$ cat src/hdl/tiled_surface_address_swizzle_assert.svh
// ----------------------------------------------------------------------------
// tiled_surface_address_swizzle_assert.svh
// assertion macros for the swizzle rtl; empty under synthesis
// ----------------------------------------------------------------------------
`ifndef TILED_SURFACE_ADDRESS_SWIZZLE_ASSERT_SVH
`define TILED_SURFACE_ADDRESS_SWIZZLE_ASSERT_SVH

`ifndef SYNTHESIS

// property must hold at every edge outside reset
`define TSS_ASSERT(label, clk, rst_n, prop) \
	label: assert property (@(posedge clk) disable iff (!rst_n) (prop)) \
		else $error("tss assertion failed");

// condition must never be true outside reset
`define TSS_ASSERT_NEVER(label, clk, rst_n, cond) \
	label: assert property (@(posedge clk) disable iff (!rst_n) !(cond)) \
		else $error("tss forbidden condition seen");

`else

`define TSS_ASSERT(label, clk, rst_n, prop)
`define TSS_ASSERT_NEVER(label, clk, rst_n, cond)

`endif

`endif

$ cat src/hdl/tss_pkg.sv
// ----------------------------------------------------------------------------
// tss_pkg
// types and constants for the tiled surface address swizzle
// ----------------------------------------------------------------------------
`default_nettype none

package tss_pkg;

	localparam int COORD_W    = 16;
	localparam int PITCH_W    = 17;
	localparam int OFFSET_W   = 32;
	localparam int CFG_IDX_W  = 2;
	localparam int CFG_DATA_W = 17;

	// x-major tile: 8 lines of 512 bytes
	localparam int X_LBITS = 3;
	localparam int X_LPOS  = 9;
	// y-major tile: 32 lines of 16 bytes
	localparam int Y_LBITS = 5;
	localparam int Y_LPOS  = 4;

	typedef enum logic [CFG_IDX_W-1:0] {
		REG_SURFACE_PITCH      = 2'd0,
		REG_TILE_MODE          = 2'd1,
		REG_CHANNEL_XOR_ENABLE = 2'd2
	} cfg_reg_t;

	typedef enum logic [1:0] {
		MODE_LINEAR = 2'd0,
		MODE_X_TILE = 2'd1,
		MODE_Y_TILE = 2'd2
	} tile_mode_t;

	typedef struct packed {
		logic [PITCH_W-1:0] surface_pitch;
		logic [1:0]         tile_mode;
		logic               channel_xor_enable;
	} cfg_t;

endpackage

`default_nettype wire

$ cat src/hdl/tss_stream_if.sv
// ----------------------------------------------------------------------------
// tss_stream_if
// valid/ready channels for coordinates in and offsets out
// ----------------------------------------------------------------------------
`default_nettype none

interface tss_in_if;
	logic        valid;
	logic        ready;
	logic [15:0] byte_column;
	logic [15:0] row_index;

	modport source(output valid, output byte_column, output row_index, input ready);
	modport sink(input valid, input byte_column, input row_index, output ready);
endinterface

interface tss_out_if;
	logic        valid;
	logic        ready;
	logic [31:0] byte_offset;

	modport source(output valid, output byte_offset, input ready);
	modport sink(input valid, input byte_offset, output ready);
endinterface

`default_nettype wire

$ cat src/hdl/tss_cfg_regs.sv
// ----------------------------------------------------------------------------
// tss_cfg_regs
// configuration register bank, write only
// ----------------------------------------------------------------------------
`default_nettype none

module tss_cfg_regs (
	input  wire logic                           clk,
	input  wire logic                           arst_n,
	input  wire logic                           cfg_we,
	input  wire logic [tss_pkg::CFG_IDX_W-1:0]  cfg_index,
	input  wire logic [tss_pkg::CFG_DATA_W-1:0] cfg_wdata,
	output tss_pkg::cfg_t                       cfg
);

	tss_pkg::cfg_t cfg_q;

	always_ff @(posedge clk or negedge arst_n) begin
		if (!arst_n) begin
			cfg_q <= '0;
		end else if (cfg_we) begin
			unique case (tss_pkg::cfg_reg_t'(cfg_index))
				tss_pkg::REG_SURFACE_PITCH: begin
					cfg_q.surface_pitch <= cfg_wdata[tss_pkg::PITCH_W-1:0];
				end
				tss_pkg::REG_TILE_MODE: begin
					cfg_q.tile_mode <= cfg_wdata[1:0];
				end
				tss_pkg::REG_CHANNEL_XOR_ENABLE: begin
					cfg_q.channel_xor_enable <= cfg_wdata[0];
				end
				default: begin
					// writes past the register list are dropped
				end
			endcase
		end
	end

	assign cfg = cfg_q;

endmodule

`default_nettype wire

$ cat src/hdl/tss_addr_calc.sv
// ----------------------------------------------------------------------------
// tss_addr_calc
// one multiply-add plus bit placement for linear and tiled layouts
// ----------------------------------------------------------------------------
`default_nettype none

module tss_addr_calc (
	input  wire tss_pkg::cfg_t                 cfg,
	input  wire logic [tss_pkg::COORD_W-1:0]   byte_column,
	input  wire logic [tss_pkg::COORD_W-1:0]   row_index,
	output logic      [tss_pkg::OFFSET_W-1:0]  byte_offset
);

	localparam int PROD_W = tss_pkg::COORD_W + tss_pkg::PITCH_W;

	logic [tss_pkg::COORD_W-1:0]  mul_a;
	logic [tss_pkg::PITCH_W-1:0]  mul_b;
	logic [tss_pkg::COORD_W-1:0]  addend;
	logic [PROD_W-1:0]            prod;
	logic [tss_pkg::OFFSET_W-1:0] sum;
	logic [tss_pkg::OFFSET_W-1:0] off;

	// pick operands so a single multiplier serves all modes
	always_comb begin
		unique case (cfg.tile_mode)
			tss_pkg::MODE_LINEAR: begin
				mul_a  = row_index;
				mul_b  = cfg.surface_pitch;
				addend = byte_column;
			end
			tss_pkg::MODE_Y_TILE: begin
				mul_a  = row_index >> tss_pkg::Y_LBITS;
				mul_b  = cfg.surface_pitch >> tss_pkg::Y_LPOS;
				addend = byte_column >> tss_pkg::Y_LPOS;
			end
			default: begin
				// x-major, also for the unused mode code
				mul_a  = row_index >> tss_pkg::X_LBITS;
				mul_b  = cfg.surface_pitch >> tss_pkg::X_LPOS;
				addend = byte_column >> tss_pkg::X_LPOS;
			end
		endcase
	end

	assign prod = PROD_W'(mul_a) * PROD_W'(mul_b);
	assign sum  = prod[tss_pkg::OFFSET_W-1:0] + tss_pkg::OFFSET_W'(addend);

	// tile number above line above in-line byte in tiled modes; linear keeps the sum
	always_comb begin
		unique case (cfg.tile_mode)
			tss_pkg::MODE_LINEAR: begin
				off = sum;
			end
			tss_pkg::MODE_Y_TILE: begin
				off = {sum[tss_pkg::OFFSET_W-tss_pkg::Y_LBITS-tss_pkg::Y_LPOS-1:0],
					row_index[tss_pkg::Y_LBITS-1:0],
					byte_column[tss_pkg::Y_LPOS-1:0]};
				if (cfg.channel_xor_enable) begin
					off[6] = off[6] ^ off[9];
				end
			end
			default: begin
				off = {sum[tss_pkg::OFFSET_W-tss_pkg::X_LBITS-tss_pkg::X_LPOS-1:0],
					row_index[tss_pkg::X_LBITS-1:0],
					byte_column[tss_pkg::X_LPOS-1:0]};
				if (cfg.channel_xor_enable) begin
					off[6] = off[6] ^ off[9] ^ off[10];
				end
			end
		endcase
	end

	assign byte_offset = off;

endmodule

`default_nettype wire

$ cat src/hdl/tiled_surface_address_swizzle.sv
// ----------------------------------------------------------------------------
// tiled_surface_address_swizzle
// byte column and row to linear, x-tiled or y-tiled byte offset
// ----------------------------------------------------------------------------
// Takes one coordinate pair per clock and returns one byte offset per clock
// while the output is ready. An accepted pair lands in the input register,
// passes one 16x17 multiply-add and the tile bit placement, and then moves
// into the result register that drives the output. Under output back-pressure
// an empty input register still fills, so the block holds two items before it
// stops accepting; with the output always ready it sustains one item per cycle.
// The user must change configuration only while idle; the block does not enforce it.
`default_nettype none

`include "tiled_surface_address_swizzle_assert.svh"

module tiled_surface_address_swizzle (
	input  wire logic                           clk,
	input  wire logic                           arst_n,
	input  wire logic                           cfg_we,
	input  wire logic [tss_pkg::CFG_IDX_W-1:0]  cfg_index,
	input  wire logic [tss_pkg::CFG_DATA_W-1:0] cfg_wdata,
	tss_in_if.sink                              in_ch,
	tss_out_if.source                           out_ch
);

	tss_pkg::cfg_t cfg;

	logic                          valid_s1;
	logic [tss_pkg::COORD_W-1:0]   byte_column_s1;
	logic [tss_pkg::COORD_W-1:0]   row_index_s1;
	logic                          valid_s2;
	logic [tss_pkg::OFFSET_W-1:0]  byte_offset_s2;
	logic [tss_pkg::OFFSET_W-1:0]  offset_calc;
	logic                          adv_s2;
	logic                          adv_s1;

	tss_cfg_regs u_cfg (
		.clk       (clk),
		.arst_n    (arst_n),
		.cfg_we    (cfg_we),
		.cfg_index (cfg_index),
		.cfg_wdata (cfg_wdata),
		.cfg       (cfg)
	);

	// result register frees when empty or taken this cycle
	assign adv_s2      = !valid_s2 || out_ch.ready;
	assign adv_s1      = !valid_s1 || adv_s2;
	assign in_ch.ready = adv_s1;

	always_ff @(posedge clk or negedge arst_n) begin
		if (!arst_n) begin
			valid_s1 <= 1'b0;
		end else if (adv_s1) begin
			valid_s1 <= in_ch.valid;
		end
	end

	always_ff @(posedge clk) begin
		if (adv_s1 && in_ch.valid) begin
			byte_column_s1 <= in_ch.byte_column;
			row_index_s1   <= in_ch.row_index;
		end
	end

	tss_addr_calc u_calc (
		.cfg         (cfg),
		.byte_column (byte_column_s1),
		.row_index   (row_index_s1),
		.byte_offset (offset_calc)
	);

	always_ff @(posedge clk or negedge arst_n) begin
		if (!arst_n) begin
			valid_s2 <= 1'b0;
		end else if (adv_s2) begin
			valid_s2 <= valid_s1;
		end
	end

	always_ff @(posedge clk) begin
		if (adv_s2 && valid_s1) begin
			byte_offset_s2 <= offset_calc;
		end
	end

	assign out_ch.valid       = valid_s2;
	assign out_ch.byte_offset = byte_offset_s2;

	// full pipe with a stalled output must refuse new transactions
	`TSS_ASSERT_NEVER(a_no_accept_when_full, clk, arst_n,
		valid_s1 && valid_s2 && !out_ch.ready && in_ch.ready)

	// an item in the input register reaches the result register when it moves
	`TSS_ASSERT(a_s1_moves_to_s2, clk, arst_n, (valid_s1 && adv_s2) |=> valid_s2)

	// accepted input always occupies the input register next cycle
	`TSS_ASSERT(a_accept_fills_s1, clk, arst_n, (in_ch.valid && in_ch.ready) |=> valid_s1)

	// tiled modes keep the low column nibble in place
	`TSS_ASSERT(a_tiled_low_bits, clk, arst_n,
		(valid_s1 && adv_s2 && cfg.tile_mode != tss_pkg::MODE_LINEAR) |=>
		(byte_offset_s2[3:0] == $past(byte_column_s1[3:0])))

endmodule

`default_nettype wire

$ cat src/flat_wrapper.sv
// flat-port wrapper written by rule: the top's interface ports become plain ports
module tiled_surface_address_swizzle_flat 
  (clk, arst_n, cfg_we, cfg_index, cfg_wdata, in_ch_valid, in_ch_byte_column, in_ch_row_index, in_ch_ready, out_ch_valid, out_ch_byte_offset, out_ch_ready);
  tss_in_if in_ch_i ();
  tss_out_if out_ch_i ();
  input  wire logic clk;
  input  wire logic arst_n;
  input  wire logic cfg_we;
  input  wire logic [tss_pkg::CFG_IDX_W-1:0] cfg_index;
  input  wire logic [tss_pkg::CFG_DATA_W-1:0] cfg_wdata;
  input wire logic [$bits(in_ch_i.valid)-1:0] in_ch_valid;
  input wire logic [$bits(in_ch_i.byte_column)-1:0] in_ch_byte_column;
  input wire logic [$bits(in_ch_i.row_index)-1:0] in_ch_row_index;
  output wire logic [$bits(in_ch_i.ready)-1:0] in_ch_ready;
  output wire logic [$bits(out_ch_i.valid)-1:0] out_ch_valid;
  output wire logic [$bits(out_ch_i.byte_offset)-1:0] out_ch_byte_offset;
  input wire logic [$bits(out_ch_i.ready)-1:0] out_ch_ready;
  assign in_ch_i.valid = in_ch_valid;
  assign in_ch_i.byte_column = in_ch_byte_column;
  assign in_ch_i.row_index = in_ch_row_index;
  assign in_ch_ready = in_ch_i.ready;
  assign out_ch_valid = out_ch_i.valid;
  assign out_ch_byte_offset = out_ch_i.byte_offset;
  assign out_ch_i.ready = out_ch_ready;
  tiled_surface_address_swizzle u_core (.clk(clk), .arst_n(arst_n), .cfg_we(cfg_we), .cfg_index(cfg_index), .cfg_wdata(cfg_wdata), .in_ch(in_ch_i), .out_ch(out_ch_i));
endmodule
$ cat config.mk
export PLATFORM = sky130hd
export DESIGN_NAME = tiled_surface_address_swizzle_flat
export DESIGN_NICKNAME = d
export VERILOG_FILES = /design/src/hdl/tss_pkg.sv /design/src/hdl/tss_stream_if.sv /design/src/hdl/tss_cfg_regs.sv /design/src/hdl/tss_addr_calc.sv /design/src/hdl/tiled_surface_address_swizzle.sv /design/src/flat_wrapper.sv
export VERILOG_INCLUDE_DIRS = /design/src /design/src/hdl
export SDC_FILE = /design/constraint.sdc
export NUM_CORES = 1
export LEC_CHECK = 0
export BUFFER_PORTS_ARGS = -buffer_cell sky130_fd_sc_hd__buf_2
export CAP_MARGIN = 20
export CORE_ASPECT_RATIO = 0.9
export CORE_UTILIZATION = 30
export CTS_BUF_LIST = sky130_fd_sc_hd__clkbuf_4 sky130_fd_sc_hd__clkbuf_8 sky130_fd_sc_hd__clkbuf_16
export DETAILED_ROUTE_END_ITERATION = 16
export GPL_ROUTABILITY_DRIVEN = 1
export SLEW_MARGIN = 20
export SYNTH_ARGS = -nofsm -noshare
export SYNTH_HDL_FRONTEND = slang
export SYNTH_SLANG_ARGS = --single-unit
$ cat constraint.sdc
create_clock -name clk -period 19.4 [get_ports clk]
set_clock_uncertainty 0.05 [all_clocks]
set_input_delay 2.91 -clock clk [delete_from_list [all_inputs] [get_ports clk]]
set_output_delay 2.91 -clock clk [all_outputs]
set_load 0.01 [all_outputs]
==> run metrics, run 1 <==
Syn Inst Count=1482; Initial Util=0.305; clock slew at reported path FFs=70 ps; required time worst endpoint=19520 ps; Synth Register Bits=86; worst hold slack=451 ps; largest net degree at the start of global routing=75; Hold Path Sink=u_core.out_ch.valid; Avg Synthesized Cell Area=9.12 sq um; Via Count=10511; I/O Pins=90; WP data arrival=8380 ps; Net count, final=1922; vias in the first global route=10903; EDFF count, synth=64; ANT nets after route=0; CTS H-tree depth=3; f_max=0.121 GHz; CP Cell Sequence=buf_4 -> mux2i_1 -> nor2_1 -> nand2_1 -> fa_1 -> fa_1 -> fa_1 -> inv_1 -> fa_1 -> fa_1 -> inv_1 -> fa_1 -> inv_1 -> ha_1 -> a211oi_1 -> o211ai_1 -> a41oi_2 -> a21oi_2 -> o41ai_2 -> o221ai_1 -> xnor2_1 -> a221oi_1; first-pass GRT wire length=62.2 mm; die area=45900 sq um; CTS sink count=86; Hold Path Stages=1; Worst R2R Path Depth=22; DRC viols=0; Crit Reg-Reg Endpoint=u_core.out_ch.byte_offset[28]; later-pin clock latency in the skew report=360 ps; CP Capture Type=register; wire length per cell=18.6 microns; clk buf depth=2; Worst path depth=22; R2R Setup Slk=11140 ps; Synth Cell Area=13500 sq um; Hold Startpoint=u_core.valid_s1; crit-path most repeated cell=fa_1; RSZ-0062 raised after global routing=false; post-CTS setup buffer count=0; ANT cells=0; initial antenna violation count=0; Hold Vio Cnt, Final=0; worst r2r src=u_core.u_cfg.cfg[2]; share of layout cells above drive strength 1=0.111; row count=73; CORE AREA=44300 sq um; Distinct cells, synth=56; post-cts sizing count=0; clock root cell=clkbuf_16; FFs w/ async S/R, synth=0.256; Placed Cells=2128; Layout Cells excl Fill=2144; Critical-path top delay cell=nor2_1; Worst Path Buf+Inv=4; post-detail-place hpwl=33.2 mm; CTS tree=built; Setup CP Type=register to register; outcome=complete, no violations; Total GRT Usage=0.179; WL final=39.8 mm; Ys Warns=0; Final Max Slew Viols=0; port bufs=89; Routability Congestion=0.929; Main synth FF type=edfxtp_1; slew margin rel.=0.208; startpoint class of the critical path=register; DP Worst Slack=11350 ps; Setup-failing EPs final=0; Least-Margin Pin Slew=1180 ps; grt ovf=0; sequential-to-total area share from yosys stat=0.183; CP Max Fanout=58; Tmin final=8260 ps; CP max stage delay=930 ps; P&R area growth vs syn=10.3%; Max-Cap Viols=0; Hold-fix buffers, CTS=0; DRT iter0 DRCs=807; Final WS setup=11140 ps; TritonCTS buffer count=9; drt via density=4.90; Tcrit/Tclk final=0.426; die height=203 microns; Post-Syn Nets=1865; Post-Route Setup TNS=0 ps; chip width=226 microns; Crit path max-delay family=adder cells; HP Class=register to register; drt first pass iters=5
## per-stage QoR
stage                     instance area (sq um)   util
final                                     14900  0.337
after CTS                                 14900  0.337
after detailed placement                  14600  0.330
after global routing                      14900  0.337
after global placement                    14600  0.330
after floorplan                           13500      -
## synth_stat cells, types with 2 or more instances
master / count / area share
o21a_1: 17 / 0.0094
nand2_1: 214 / 0.059
mux2i_1: 47 / 0.035
mux2_2: 27 / 0.022
buf_1: 8 / 0.0022
and2_1: 10 / 0.0046
a21o_1: 13 / 0.0072
inv_1: 288 / 0.080
or2_2: 12 / 0.0056
dfrtp_1: 22 / 0.041
nor3_1: 6 / 0.0022
a22o_1: 2 / 0.0013
o22ai_1: 2 / 0.00093
nand2b_1: 14 / 0.0065
xor2_1: 12 / 0.0078
nor2b_1: 2 / 0.00093
and3_1: 2 / 0.00093
buf_2: 9 / 0.0033
a211oi_1: 6 / 0.0033
a21oi_2: 2 / 0.0013
clkbuf_1: 46 / 0.013
nand4_1: 8 / 0.0037
fa_1: 223 / 0.33
a21oi_1: 41 / 0.015
o211ai_1: 5 / 0.0028
nor3b_1: 4 / 0.0022
xnor2_1: 17 / 0.011
or3_1: 3 / 0.0014
nand3b_1: 3 / 0.0017
edfxtp_1: 64 / 0.14
ha_1: 104 / 0.096
nor2_1: 151 / 0.042
a22oi_1: 4 / 0.0022
nand3_1: 11 / 0.0041
o21ai_0: 46 / 0.017
o21ai_1: 13 / 0.0048
o21bai_1: 5 / 0.0028
## cell type report
type / instances / area [sq um]
inverter: 288 / 1080
fill: 4543 / 29400
tap: 600 / 751
multi-input combinational: 1044 / 9720
sequential: 86 / 2480
timing repair buffer: 110 / 603
clock buffer: 9 / 225
clock inverter: 7 / 56.3
## logic make-up after synthesis
kind of cell               after synthesis  synth area share
buffers and inverters                  352            0.0987
muxes                                   74            0.0573
and+or+nand+nor                        445             0.138
DFF                                     86             0.183
xor gates and xnor gates                29            0.0188
AOI/OAI and AO/OA                      169            0.0779
adders and majority gates              327             0.427
## worst register-to-register path, delay by kind of cell, from the launching register on
kind | cells | cell delay, ps
DFF | 1 | 370
buffers and inverters | 4 | 820
and+or+nand+nor | 2 | 1150
AOI/OAI and AO/OA | 7 | 1890
muxes | 1 | 240
xor gates and xnor gates | 1 | 170
adders and majority gates | 7 | 3410
## routing by layer
layer,wire length [microns],up-vias,track usage
met3,3410,75,0.0341
met5,0,-,0
met1,17400,5268,0.251
met2,17700,427,0.274
met4,1410,0,0.0624
li1,-,4741,-
## state kept, by name, summed over array words and instances (netlist names)
name                       count
u_core.valid_s1                1
u_core.u_cfg.cfg              20
u_core.row_index_s1           16
u_core.out_ch.byte_offset     32
u_core.byte_column_s1         16
u_core.out_ch.valid            1
## cells in the final DEF (no fill, tap or decap), types with 3 or more instances in the layout
cell type    n
nand2b_1    14
nor2_1     151
o21ai_0     46
nor3_1       6
nand2_1    214
a211oi_1     6
buf_4       21
a21oi_1     41
o21a_1      17
ha_1       104
inv_1      288
mux2i_1     47
mux2_2      27
edfxtp_1    64
o211ai_1     5
a21o_1      13
nand3b_1     3
o21bai_1     5
o21ai_1     13
or2_2       12
and2_1      10
nor3b_1      3
xnor2_1     17
dfrtp_1     20
xor2_1      12
a22oi_1      4
or3_1        3
clkbuf_16    9
nand4_1      8
fa_1       223
nand3_1     11
buf_2       89
## worst max-delay path by stage
stage | start | endpoint | slack [ps]
6_report | u_core.u_cfg.cfg[2] | u_core.out_ch.byte_offset[28] | 11140
5_1_grt | u_core.u_cfg.cfg[2] | u_core.out_ch.byte_offset[28] | 10850
4_1_cts | u_core.u_cfg.cfg[2] | u_core.out_ch.byte_offset[28] | 11310
3_5_place_dp | u_core.u_cfg.cfg[2] | u_core.out_ch.byte_offset[28] | 11350
3_3_place_gp | u_core.u_cfg.cfg[2] | u_core.out_ch.byte_offset[31] | 11500
2_1_floorplan | u_core.u_cfg.cfg[2] | u_core.out_ch.byte_offset[28] | 12450
Power of run 1 is not shown: default switching activity piles up to over one toggle a cycle in this logic, so the estimate is an artifact.
==> inputs of run 2 (changes only) <==
--- a/config.mk
+++ b/config.mk
@@ -6,6 +6,7 @@
 export SDC_FILE = /design/constraint.sdc
 export NUM_CORES = 1
 export LEC_CHECK = 0
+export ABC_AREA = 1
 export BUFFER_PORTS_ARGS = -buffer_cell sky130_fd_sc_hd__buf_2
 export CAP_MARGIN = 20
 export CORE_ASPECT_RATIO = 0.9
==> constraint.sdc (replaced) <==
create_clock -name clk -period 6.63 [get_ports clk]
set_clock_uncertainty 0.05 [all_clocks]
set_input_delay 0.9945 -clock clk [delete_from_list [all_inputs] [get_ports clk]]
set_output_delay 0.9945 -clock clk [all_outputs]
set_load 0.01 [all_outputs]
==> run 2 against run 1 <==
Non-clock buffer count increased by 96. Critical endpoint is now u_core.out_ch.byte_offset[14]. Die area increased by 4.8%. Sequential share of layout area shrank 1.7 points. Cell area is 11% higher. Highest routed layer unchanged. Critical path depth rose by 5. Critical path type unchanged.
==> run metrics, run 2 <==
CTS sink count=86 (unchanged); grt peak-use layer=met2; Post-Syn Nets=2158 (+16%); TritonCTS buffer count=9 (unchanged); post-detail-place hpwl=37.4 mm (+13%); Hold Vio Cnt, Final=0 (unchanged); clock root cell=clkbuf_16; Distinct cells, synth=46 (-18%); Layout Cells excl Fill=2567 (+20%); DRT iter0 DRCs=809 (+0.25%); DRC viols=0 (unchanged); sequential-to-total area share from yosys stat=0.174 (-0.00854); WL final=43.4 mm (+8.8%); Setup-failing EPs final=0 (unchanged); cell with the most instances after synthesis=inv_1; clock slew at reported path FFs=60 ps (about the same); share of layout cells above drive strength 1=0.151 (+0.0398); P&R area growth vs syn=17.0%; Routability Congestion=0.972 (+4.6%); grt met3 use=0.0329 (-0.00125); Yosys top cell by area=fa_1; outcome=complete, no violations; CP startpoint=u_core.u_cfg.cfg[1]; wire length per cell=16.9 microns (-9.1%); ANT nets after route=0 (unchanged); row count=75 (+2.7%); most common cell after layout, fill and taps aside=inv_1; startpoint class of the critical path=register; Hold Startpoint=u_core.u_cfg.cfg[3]; CP Max Fanout=8 (-86%); Tmin final=6410 ps (-1850 ps); crit-path most repeated cell=fa_1; Final Max Slew Viols=0 (unchanged); Ys Warns=0 (unchanged); R2R Setup Slk=220 ps (-10920 ps); Avg Synthesized Cell Area=7.99 sq um (-12%); Net count, final=2329 (+21%); Initial Util=0.304 (-0.00112); CP Capture Type=register; grt ovf=0 (unchanged); Placed Cells=2544 (+20%); cell area after layout=16600 sq um (+11%); Max-Cap Viols=0 (unchanged); top cells by count, synth=inv_1, nand2_1, fa_1, nor2_1, ha_1; port bufs=89 (unchanged); later-pin clock latency in the skew report=350 ps (about the same); WP data arrival=6460 ps (-1920 ps); share of the synthesized area in the top cell type=0.315 (-0.0154); Crit Reg-Reg Endpoint=u_core.out_ch.byte_offset[14]; GR Util met2=0.298 (+0.0246); FFs w/ async S/R, synth=0.256 (unchanged); FILL cells=4846 (+6.7%); CP max stage delay=550 ps (-380 ps); Main synth FF type=edfxtp_1; met1 Usage GRT=0.245 (-0.00585); Via Count=12074 (+15%); worst r2r src=u_core.u_cfg.cfg[1]; die height=208 microns (+2.4%); RSZ-0062 raised after global routing=true; CORE AREA=46600 sq um (+5.3%); clk buf depth=2 (unchanged); Critical-path top delay cell=fa_1; Total GRT Usage=0.182 (+0.00372); die area=48100 sq um (+4.8%); drt first pass iters=5 (unchanged); required time worst endpoint=6680 ps (-12840 ps); Worst R2R Path Depth=27 (+23%); Syn Inst Count=1775 (+20%); chip width=231 microns (+2.4%); Tcrit/Tclk final=0.967 (+0.542); Synth Cell Area=14200 sq um (+4.9%); f_max=0.156 GHz (+29%); Hold-fix buffers, CTS=0 (unchanged); Setup CP Type=register to register; vias in the first global route=12243 (+12%); CTS H-tree depth=3 (unchanged); first-pass GRT wire length=67.3 mm (+8.2%); EDFF count, synth=64 (unchanged); slew margin rel.=0.580 (+0.372); Synth area leaders=fa_1, edfxtp_1, inv_1; initial antenna violation count=0 (unchanged); I/O Pins=90 (unchanged); CTS tree=built; crit path capture=u_core.out_ch.byte_offset[14]; Least-Margin Pin Slew=629 ps (-554 ps); Synth Register Bits=86 (unchanged); number of flip-flops in the largest register=32 (unchanged); largest net degree at the start of global routing=37 (-51%); most frequent cells in the layout=inv_1, nand2_1, fa_1, nor2_1, buf_4; drt via density=4.70 (-4.1%); ANT cells=0 (unchanged); area post-placement=16000 sq um (+9.6%); HP Class=register to register
run 2: cell count changes after synthesis, moves of 27 or more:
| cell | change |
|---|---|
| clkbuf_1 | -37 |
| inv_1 | +154 |
| mux2_2 | -27 |
| mux2i_1 | -47 |
| nand2_1 | +194 |
| nand3_1 | +71 |
| nor2_1 | +38 |
run 2: cell type report:
| class | instances | area (sq um) | area share |
|---|---|---|---|
| timing repair inverter | 1 | 7.51 | 0.000452 |
| clock buffer | 13 | 255 | 0.0154 |
| sequential | 86 | 2470 | 0.149 |
| clock inverter | 3 | 68.8 | 0.00415 |
| multi-input combinational | 1188 | 9810 | 0.591 |
| tap | 616 | 771 | 0.0464 |
| inverter | 454 | 1730 | 0.104 |
| timing repair buffer | 206 | 1490 | 0.0895 |
run 2: cells by family after synthesis:
logic type               after synthesis  share of synthesized area
AND/OR/NAND/NOR                      725                      0.211
buffers and inverters                501                      0.143
adder cells (fa/ha/maj)              327                      0.407
AO/OA/AOI/OAI                        128                     0.0604
flip-flops                            86                      0.174
XOR/XNOR                               8                    0.00494
run 2: repair_timing:
item                                    in CTS  in global routing
buffers inserted                             0                  5
resized for setup                            2                 39
pin swaps                                    0                  1
endpoints found under the setup margin       1                 20
gates cloned                                 0                  1
run 2: how the worst min path moves through the flow:
stage,depth (start not counted),end
5_1_grt,2,u_core.u_cfg.cfg[4]
6_report,2,u_core.u_cfg.cfg[3]
3_5_place_dp,2,u_core.u_cfg.cfg[3]
4_1_cts,2,u_core.u_cfg.cfg[3]
3_3_place_gp,2,u_core.u_cfg.cfg[3]
2_1_floorplan,2,u_core.out_ch.valid
run 2: metrics by stage:
| stage | setup WS, ps | hold WS, ps | setup TNS (ps) | util |
|---|---|---|---|---|
| after floorplan | 651 | 397 | 0 | - |
| after global placement | 40.2 | 430 | 0 | 0.344 |
| after detailed placement | 18.8 | 430 | 0 | 0.344 |
| after CTS | 42.5 | 446 | 0 | 0.351 |
| after global routing | -48.4 | 509 | -161 | 0.356 |
| final | 217 | 441 | 0 | 0.356 |
run 2: worst max-delay path: cells and delay by family (launching register included):
family	cells	cell delay (ps)
buf+inv	10	1010
simple gates	8	1060
flops	1	480
compound gates	2	470
fa+ha+maj	7	3120
run 2: layer usage:
| layer | share of wire | up-vias |
|---|---|---|
| met1 | 0.44 | 5914 |
| met4 | 0.026 | 0 |
| li1 | - | 5659 |
| met3 | 0.067 | 58 |
| met2 | 0.47 | 443 |
| met5 | 0 | - |
Power of run 2 is left out for the same reason.
